File: src/rtl/core/dbhd_pkg.sv
// types and constants of the debounced brake handle decoder
// no dependencies
package dbhd_pkg;

    localparam int CHANNELS   = 32;
    localparam int CFG_REGS   = 8;
    localparam int CFG_IDX_W  = $clog2(CFG_REGS);
    localparam int TIME_W     = 8;
    localparam int LANES_PER_REG = 32 / TIME_W;

    typedef logic [2:0] t_pos;
    typedef logic [1:0] t_zone;
    typedef logic [TIME_W-1:0] t_time;

    localparam t_pos POS_OC    = 3'd0;
    localparam t_pos POS_RUN   = 3'd1;
    localparam t_pos POS_BRK   = 3'd2;
    localparam t_pos POS_RES   = 3'd3;
    localparam t_pos POS_MUL   = 3'd4;
    localparam t_pos POS_EMC   = 3'd5;
    localparam t_pos POS_OTHER = 3'd6;
    localparam t_pos POS_NONE  = 3'd7;

    localparam t_zone ZONE_NONE = 2'd0;
    localparam t_zone ZONE_ZERO = 2'd1;
    localparam t_zone ZONE_BRK  = 2'd2;
    localparam t_zone ZONE_FAST = 2'd3;

    localparam logic [31:0] FILTER_RESET [CFG_REGS] = '{
        32'h0202_0202, 32'h0202_0202, 32'h0202_0202, 32'h0202_0202,
        32'h0214_1410, 32'h0A02_0214, 32'h0202_0214, 32'h0214_0202
    };

    typedef struct packed {
        t_pos  comb;
        t_pos  port1;
        t_pos  port2;
        t_pos  network;
        t_zone zone;
    } t_decode;

    typedef struct packed {
        logic [CHANNELS-1:0] filt;
        t_decode             dec;
    } t_result;

endpackage

File: src/rtl/core/dbhd_lane.sv
// one debounce lane: high-run and low-run counters and the filtered bit
// depends on dbhd_pkg
module dbhd_lane (
    input  logic           i_clk,
    input  logic           i_rst_n,
    input  logic           i_en,
    input  logic           i_sample,
    input  dbhd_pkg::t_time i_time,
    output logic           o_filt_next
);

    dbhd_pkg::t_time r_high, r_low, n_high, n_low;
    dbhd_pkg::t_time w_inc;
    logic r_filt;

    always_comb begin
        n_high      = r_high;
        n_low       = r_low;
        o_filt_next = r_filt;
        if (i_sample) begin
            w_inc  = r_high + dbhd_pkg::TIME_W'(1);
            n_low  = '0;
            n_high = w_inc;
            if (w_inc >= i_time) begin
                n_high      = i_time;
                o_filt_next = 1'b1;
            end
        end else begin
            w_inc  = r_low + dbhd_pkg::TIME_W'(1);
            n_high = '0;
            n_low  = w_inc;
            if (w_inc >= i_time) begin
                n_low       = i_time;
                o_filt_next = 1'b0;
            end
        end
    end

    always_ff @(posedge i_clk) begin
        if (!i_rst_n) begin
            r_high <= '0;
            r_low  <= '0;
            r_filt <= 1'b0;
        end else if (i_en) begin
            r_high <= n_high;
            r_low  <= n_low;
            r_filt <= o_filt_next;
        end
    end

endmodule

File: src/rtl/core/dbhd_decode.sv
// merging stage: priority decode of the filtered bits, sticky positions and zone
// depends on dbhd_pkg
module dbhd_decode (
    input  logic                           i_clk,
    input  logic                           i_rst_n,
    input  logic                           i_en,
    input  logic [dbhd_pkg::CHANNELS-1:0]  i_filt,
    output dbhd_pkg::t_decode              o_dec
);

    dbhd_pkg::t_pos  r_port1, r_port2, r_network;
    dbhd_pkg::t_pos  n_port1, n_port2, n_network;
    dbhd_pkg::t_zone r_zone, n_zone;
    dbhd_pkg::t_pos  w_comb;
    logic di04, di05, di07, di08, di09, di10, di20, di21, di22, di23, di30;

    assign di04 = i_filt[3];
    assign di05 = i_filt[4];
    assign di07 = i_filt[6];
    assign di08 = i_filt[7];
    assign di09 = i_filt[8];
    assign di10 = i_filt[9];
    assign di20 = i_filt[19];
    assign di21 = i_filt[20];
    assign di22 = i_filt[21];
    assign di23 = i_filt[22];
    assign di30 = i_filt[29];

    always_comb begin
        n_port1   = r_port1;
        n_port2   = r_port2;
        n_network = r_network;
        if (di04 && !di05) begin
            n_port1 = dbhd_pkg::POS_OC;
        end else if (di10 && !di09) begin
            n_port2 = dbhd_pkg::POS_OC;
        end else if (di20 && !di30) begin
            n_network = dbhd_pkg::POS_OC;
        end else if (di05 && di07 && di08) begin
            n_port1 = dbhd_pkg::POS_RUN;
        end else if (di09 && di10) begin
            n_port1 = dbhd_pkg::POS_BRK;
        end else if (di07 && di09) begin
            n_port1 = dbhd_pkg::POS_RES;
        end else if (di07 && !di09 && !di05) begin
            n_port1 = dbhd_pkg::POS_MUL;
        end else if (di05 && !di07) begin
            n_port1 = dbhd_pkg::POS_EMC;
        end else begin
            n_port1   = dbhd_pkg::POS_OTHER;
            n_port2   = dbhd_pkg::POS_OTHER;
            n_network = dbhd_pkg::POS_OTHER;
        end

        w_comb = dbhd_pkg::POS_OTHER;
        if (n_port1 < w_comb) w_comb = n_port1;
        if (n_port2 < w_comb) w_comb = n_port2;
        if (n_network < w_comb) w_comb = n_network;

        n_zone = r_zone;
        if (di21) begin
            n_zone = dbhd_pkg::ZONE_ZERO;
        end else if (di22) begin
            n_zone = dbhd_pkg::ZONE_BRK;
        end else if (di23) begin
            n_zone = dbhd_pkg::ZONE_FAST;
        end

        o_dec.comb    = w_comb;
        o_dec.port1   = n_port1;
        o_dec.port2   = n_port2;
        o_dec.network = n_network;
        o_dec.zone    = n_zone;
    end

    always_ff @(posedge i_clk) begin
        if (!i_rst_n) begin
            r_port1   <= dbhd_pkg::POS_NONE;
            r_port2   <= dbhd_pkg::POS_NONE;
            r_network <= dbhd_pkg::POS_NONE;
            r_zone    <= dbhd_pkg::ZONE_NONE;
        end else if (i_en) begin
            r_port1   <= n_port1;
            r_port2   <= n_port2;
            r_network <= n_network;
            r_zone    <= n_zone;
        end
    end

endmodule

File: src/rtl/core/debounced_brake_handle_decoder.sv
// top level: filter time registers, 32 debounce lanes, decode stage, output skid
// depends on dbhd_pkg, dbhd_lane, dbhd_decode
//
//  channel   direction  handshake                 payload
//  input     in         i_in_valid / o_in_stall   i_raw_inputs
//  output    out        o_out_valid / i_out_stall o_filtered_inputs .. o_speed_zone
//  config    in         i_cfg_we                  i_cfg_index, i_cfg_data
//
// one request per cycle while o_in_stall is low; all lanes and the decode update in the accepting cycle
// an accepted result is registered into the output register, or into the skid register while the output is stalled
// a skid register holds one extra result; o_in_stall rises only when it is full
// synchronous active-low reset, no clearing pass
module debounced_brake_handle_decoder (
    input  logic                                i_clk,
    input  logic                                i_rst_n,
    input  logic                                i_in_valid,
    output logic                                o_in_stall,
    input  logic [31:0]                         i_raw_inputs,
    output logic                                o_out_valid,
    input  logic                                i_out_stall,
    output logic [31:0]                         o_filtered_inputs,
    output logic [2:0]                          o_combined_position,
    output logic [2:0]                          o_port1_state,
    output logic [2:0]                          o_port2_state,
    output logic [2:0]                          o_network_state,
    output logic [1:0]                          o_speed_zone,
    input  logic                                i_cfg_we,
    input  logic [dbhd_pkg::CFG_IDX_W-1:0]      i_cfg_index,
    input  logic [31:0]                         i_cfg_data
);

    logic [31:0] r_filter_times [dbhd_pkg::CFG_REGS];
    logic [dbhd_pkg::CHANNELS-1:0] w_filt_next;
    logic w_accept, w_out_ready;
    dbhd_pkg::t_decode w_dec;
    dbhd_pkg::t_result w_result, r_out, r_skid;
    logic r_out_valid, r_skid_valid;

    assign o_in_stall  = r_skid_valid;
    assign w_accept    = i_in_valid && !r_skid_valid;
    assign w_out_ready = !r_out_valid || !i_out_stall;

    always_ff @(posedge i_clk) begin
        if (!i_rst_n) begin
            for (int i = 0; i < dbhd_pkg::CFG_REGS; i++) begin
                r_filter_times[i] <= dbhd_pkg::FILTER_RESET[i];
            end
        end else if (i_cfg_we) begin
            r_filter_times[i_cfg_index] <= i_cfg_data;
        end
    end

    for (genvar g = 0; g < dbhd_pkg::CHANNELS; g++) begin : g_lane
        dbhd_lane u_lane (
            .i_clk       (i_clk),
            .i_rst_n     (i_rst_n),
            .i_en        (w_accept),
            .i_sample    (i_raw_inputs[g]),
            .i_time      (r_filter_times[g / dbhd_pkg::LANES_PER_REG]
                          [(g % dbhd_pkg::LANES_PER_REG) * dbhd_pkg::TIME_W +:
                           dbhd_pkg::TIME_W]),
            .o_filt_next (w_filt_next[g])
        );
    end

    dbhd_decode u_decode (
        .i_clk   (i_clk),
        .i_rst_n (i_rst_n),
        .i_en    (w_accept),
        .i_filt  (w_filt_next),
        .o_dec   (w_dec)
    );

    assign w_result.filt = w_filt_next;
    assign w_result.dec  = w_dec;

    always_ff @(posedge i_clk) begin
        if (!i_rst_n) begin
            r_out_valid  <= 1'b0;
            r_skid_valid <= 1'b0;
        end else if (w_out_ready) begin
            if (r_skid_valid) begin
                r_out_valid  <= 1'b1;
                r_skid_valid <= 1'b0;
            end else begin
                r_out_valid <= w_accept;
            end
        end else if (w_accept) begin
            r_skid_valid <= 1'b1;
        end
    end

    always_ff @(posedge i_clk) begin
        if (w_out_ready) begin
            if (r_skid_valid) begin
                r_out <= r_skid;
            end else if (w_accept) begin
                r_out <= w_result;
            end
        end else if (w_accept) begin
            r_skid <= w_result;
        end
    end

    assign o_out_valid         = r_out_valid;
    assign o_filtered_inputs   = r_out.filt;
    assign o_combined_position = r_out.dec.comb;
    assign o_port1_state       = r_out.dec.port1;
    assign o_port2_state       = r_out.dec.port2;
    assign o_network_state     = r_out.dec.network;
    assign o_speed_zone        = r_out.dec.zone;

endmodule

File: config.mk
export PLATFORM = sky130hd
export DESIGN_NAME = debounced_brake_handle_decoder
export DESIGN_NICKNAME = d
export VERILOG_FILES = /design/src/rtl/core/dbhd_pkg.sv /design/src/rtl/core/dbhd_lane.sv /design/src/rtl/core/dbhd_decode.sv /design/src/rtl/core/debounced_brake_handle_decoder.sv
export SDC_FILE = /design/constraint.sdc
export NUM_CORES = 2
export LEC_CHECK = 0
export BUFFER_PORTS_ARGS = -buffer_cell sky130_fd_sc_hd__buf_4
export CORE_AREA = 2 2 486 488
export CTS_BUF_LIST = sky130_fd_sc_hd__clkbuf_16
export DETAILED_ROUTE_END_ITERATION = 7
export DIE_AREA = 0 0 488 490
export SYNTH_ARGS = -nofsm -noshare
export SYNTH_HDL_FRONTEND = slang
export SYNTH_HIERARCHICAL = 1
export SYNTH_SLANG_ARGS = --single-unit
File: constraint.sdc
create_clock -name i_clk -period 7.6 [get_ports i_clk]
set_clock_uncertainty 0.05 [all_clocks]
set_input_delay 1.52 -clock i_clk [delete_from_list [all_inputs] [get_ports i_clk]]
set_output_delay 1.52 -clock i_clk [all_outputs]
set_load 0.02 [all_outputs]
Word level (Yosys, flattened, before mapping)
Memories as Yosys holds them, arrays and structs flattened. Cells that the tools add are included.

Add/subtract/negate cells: 64. $mul: 0. Divide/modulo/power cells: 0. Magnitude comparators: 67. Equality and inequality tests: 0. Shift operators: 0. Mux-type cells: 264. Bitwise logic cells: 2. Reductions and logical operators: 24.

Operator list (count): 8-bit two-way mux (128); 8-bit by 1-bit adder with 8-bit output (second input constant) (64); 8-bit greater-or-equal comparator (64); 1-bit two-way mux (102); 46-bit two-way mux (2); 3-bit two-way mux (27); 32-bit two-way mux (1); 32-bit OR reduction (1); 1-bit logical AND (11); 2-bit two-way mux (4); 1-bit logical NOT (7); 3-bit < comparator (2); 2-bit AND reduction (2); 3-bit < comparator (second input constant) (1); 1-bit inverter (2); 2-bit nonzero test (1); 2-bit OR reduction (1); 1-bit logical OR (1).

Register bits after elaboration: 649. Latch bits: 0. RAM bits: 256. Bits in read-only memories: 0. Output and inout port bits: 48. Logic and storage cells: 536. Memories: 1.

Memories: r_filter_times (words 8, width 32, read ports 8, clocked after Yosys merged registers in 0, write ports 8, line debounced_brake_handle_decoder.sv:32) `logic [31:0] r_filter_times [dbhd_pkg::CFG_REGS];`.

Depth between registers and ports, before layout
Word-level depth: 22. Depth in mapped cells: 28. Depth with buffers taken out: 25.

By module
Netlist, hierarchy kept.

By module, submodules not included: dbhd_lane (g_lane[0].u_lane ...) (instances 31, cells an instance 172, area each 1390.1 um^2, seq. area each 340.3 um^2); debounced_brake_handle_decoder (instances 1, cells an instance 788, area each 12897.4 um^2, seq. area each 10490.1 um^2); dbhd_lane (g_lane[2].u_lane) (instances 1, cells an instance 172, area each 1388.8 um^2, seq. area each 340.3 um^2); dbhd_decode (instances 1, cells an instance 110, area each 880.8 um^2, seq. area each 220.2 um^2).

Worst setup path after synthesis
OpenSTA, ideal clock, no wires.

Path type: register to register. From: register g_lane[8].u_lane.r_low[2]. To: register r_out (netlist bit o_combined_position[0]) (data pin). Library setup time: 260 ps. Data arrival time: 5307 ps. Slack: 1983 ps. Stages on the path, launching flop included: 26. Buffers on the path: 2. Period minus slack after synthesis: 5617 ps. Path through: dfxtp_1 nand3_2 nor3_1 xor2_1 ha_1 and3_1 a221oi_1 o21a_1 buf_6 buf_12 o21ai_0 o21ai_0 and2b_4 nor3_2 a22oi_1 nor2_1 inv_1 ha_1 o41ai_2 mux2i_1 ha_1 or3_1 o21ai_0 a21oi_2 mux2_1 mux2_2.

RTL lines: start, declared (line dbhd_lane.sv:12) `dbhd_pkg::t_time r_high, r_low, n_high, n_low;`; start signal, assigned (line dbhd_lane.sv:46) `r_low <= n_low;`; end signal, assigned (line debounced_brake_handle_decoder.sv:96) `r_out <= r_skid;`; end signal, assigned (line debounced_brake_handle_decoder.sv:98) `r_out <= w_result;`; end, declared (line debounced_brake_handle_decoder.sv:36) `dbhd_pkg::t_result w_result, r_out, r_skid;`.

==> results by group <==
Run status
  • Outcome: complete, no violations

Synth
  • Post-synthesis net count: 7055
  • Asr flop ratio synth: 0%
  • Synth cell count leaders: nand2_1 (634), ha_1 (581), dfxtp_1 (557)
  • Mean post-synth cell area: 9.10 um2
  • Register area share after synthesis: a little under two fifths
  • Most frequent cell after synthesis: nand2_1
  • Area share of the largest cell type after synthesis: 19.1%
  • Top post-synthesis cells by area: dfxtp_1 (19%), edfxtp_1 (18%), ha_1 (12%), mux2i_1 (4.5%), nand3_1 (4.1%)
  • Mapped Area: 0.0583 mm2
  • Count of different cell masters after synthesis: 69
  • Synth Instances: between 6000 and 7000
  • EDFF count, synth: 348
  • Main synth FF type: dfxtp_1
  • Yosys top cell by area: dfxtp_1
  • Register bit count reported by yosys: slightly above 900
  • Yosys warnings: 6

STA
  • Final Max Slew Viols: 0
  • Final setup fails: 0
  • Final min period: between 6000 and 7000 ps
  • Final Cycle Share: 87.9%
  • Fin. Hold Viols: 0
  • Max Clk Rate: around 150 MHz
  • Unrepaired setup endpoints after global routing: false
  • Max_slew headroom: between 10 and 15%
  • Worst-Margin Slew: ~1300 ps
  • Setup TNS: 0 ps

Setup path
  • Required time of the critical path: 8030 ps
  • RR Startpoint: g_lane[6].u_lane/r_high[0]$_SDFFE_PN0P_
  • Crit Path Max Fanout: 16
  • Kind of critical path: reg2reg
  • Worst Setup SP: g_lane[6].u_lane/r_high[0]$_SDFFE_PN0P_
  • Critical Path Start Type: register
  • CP Capture Type: register
  • Arrival @ worst endpoint: 7110 ps

Min path
  • Worst hold path type: reg2reg
  • Min-delay src: g_lane[23].u_lane/r_filt$_SDFFE_PN0P_

Detailed routing
  • ANT nets after route: 0
  • WL per Instance: 16.9 um
  • Residual DRC: 0
  • Total wire length: between 150000 and 200000 um
  • First-pass DRT Iterations: 8
  • Drt first-iter violations: 3392
  • Routed via count: between 40000 and 50000
  • Post-DR vias/cell: 4.89

Clock tree
  • Post-CTS Setup Inserts: 0
  • Post-cts resize count: 0
  • CTS tree: yes
  • Post-CTS Hold Buffers: 0
  • H-tree levels: 3
  • Worst-path clk slew: 60 ps
  • Clock latency on the worst-skew pair: around 720 ps
  • TritonCTS Buffers: about 100
  • Clock buffer depth: 3
  • Clock sink count: 905
  • CTS root buf: clkbuf_16

Global route
  • Met2 usage: 22.2%
  • GR peak layer: met2
  • Pin count of the biggest net entering global routing: 148
  • M1 GR Usage: between 15 and 20%
  • Total gr overflow: 0
  • GRT Util Overall: between 10% and 20%
  • Initial antenna violation count: 18
  • Grt met3 use: under 10%
  • First-pass GRT wire length: approximately 260000 um
  • Vias in the first global route: ~46000

Die
  • Die Wd: ~500 um
  • Core Box Area: 0.234 mm2
  • Initial Util: approximately 25%
  • Die area: 0.239 mm2
  • Die Ht: 490 um
  • # rows: 178
  • # IOs: 120

Finish
  • Cell Count, Final, Fillers Out: 9684
  • Total area of multi-input combinational cells: roughly 0.033 mm2
  • Nets@finish: 7093
  • Share of layout cells above drive strength 1: 6.89%
  • FF/Latch Area: 0.0216 mm2
  • Fillers: approximately 24000
  • Growth of design area from synthesis to finish: 11.9%

Place
  • Cells after DPL: 9485
  • Detailed Place HPWL: 119000 um
  • RD Place Congestion: just under 0.9
  • PortBufs: 119

Flow run
  • Number of max-cap violations: 0

Power
  • Leak Pwr: 28.2 nW
  • PD cells: 178 mW/mm2
  • VDD IR max: 165 uV
==> path summary, 6_finish.rpt <==
kind	end	slack, ps	cells after the start
worst max register to register	o_combined_position[0]$_DFFE_PP_	920	21
worst min register to register	g_lane[23].u_lane/r_filt$_SDFFE_PN0P_	410	2
worst max-delay path	o_combined_position[0]$_DFFE_PP_	920	21
worst min-delay path	g_lane[23].u_lane/r_filt$_SDFFE_PN0P_	410	2
==> cell usage in the layout (no fill, tap or decap), drive strengths merged, types with 32 or more instances in the layout <==
cell type	Yosys	routed
nand2	634	634
ha	581	581
dfxtp	557	557
inv	521	538
nand3	515	515
nor2	438	438
edfxtp	348	348
o21ai	337	337
mux2i	260	260
xnor2	256	256
o311ai	192	192
and3	180	180
a21oi	168	168
buf	169	149
a31oi	128	128
xor2	128	128
clkbuf	47	106
nor3	104	104
nand2b	101	101
a21o	97	97
o22ai	96	96
nand4	93	93
nor2b	68	68
or3	57	57
clkinv	0	48
mux2	47	47
and2b	34	34
nand3b	33	33
o21a	33	33
a211oi	33	33
o211ai	33	33
a221oi	32	32
o221ai	32	32
==> where the power goes <==
part	internal (mW)	switching [mW]
sequential	5.19	0.156
combinational	0.350	0.736
clock	3.04	2.15
==> metal layers <==
layer	share of wire [%]	up-vias
li1	-	23240
met2	47	1092
met3	4.4	298
met4	5.0	12
met1	44	22687
met5	0.045	-
==> critical path, cell delays in order, from the launching register on <==
cell and delay (ps):
dfxtp_1 460, ha_1 280, xor2_1 180, ha_1 260, a211oi_1 240, o21ai_1 110, a21oi_2 610, o21ai_0 620
and3_1 420, nor3_2 300, a22oi_1 160, nor2_1 250, inv_1 90, ha_1 240, o41ai_2 420, mux2i_1 320
ha_1 270, or3_1 360, o21ai_0 100, a21oi_2 70, mux2_1 340, mux2_2 260
==> sequential cells by signal (all words and copies together) (netlist names), 3 cells and up <==
| signal | flops |
|---|---|
| o_port2_state | 3 |
| u_decode/r_network | 3 |
| o_network_state | 3 |
| g_lane.u_lane/r_filt | 32 |
| r_filter_times | 256 |
| o_port1_state | 3 |
| o_combined_position | 3 |
| u_decode/r_port1 | 3 |
| o_filtered_inputs | 32 |
| g_lane.u_lane/r_low | 256 |
| r_skid | 46 |
| g_lane.u_lane/r_high | 256 |
| u_decode/r_port2 | 3 |
==> metrics by stage <==
step           instance area [um2]  worst slack, ps  utilization [%]  power, mW  hold WS [ps]
2_1_floorplan                58300             1980                -       6.11           382
3_3_place_gp                 61700             1140             26.4       6.51           393
3_5_place_dp                 61700              979             26.4       6.54           403
4_1_cts                      65200              962             27.9       11.8           412
5_1_grt                      65200              441             27.9       12.1           426
6_report                     65200              918             27.9       11.6           411
==> logic make-up (layout without fill, tap and decap cells) <==
logic type	Yosys count	count (layout)	synth area share, %
compound gates	1196	1196	13.6
xor+xnor	384	384	5.77
fa+ha+maj	581	581	12.5
buf+inv	737	864	6.42
flops	905	905	37.1
mux	307	307	5.38
other cells	0	5	0
simple gates	2292	2292	19.3
==> area by class of cell <==
| class | count | share of cell area [%] |
|---|---|---|
| tap | 3150 | 6.04 |
| timing repair buffer | 149 | 1.77 |
| inverter | 521 | 3.00 |
| clock buffer | 106 | 4.07 |
| clock inverter | 88 | 1.31 |
| sequential | 905 | 33.1 |
| antenna | 5 | 0.0192 |
| multi-input combinational | 4760 | 50.7 |
Note: power is estimated with default switching activity, not from simulation.
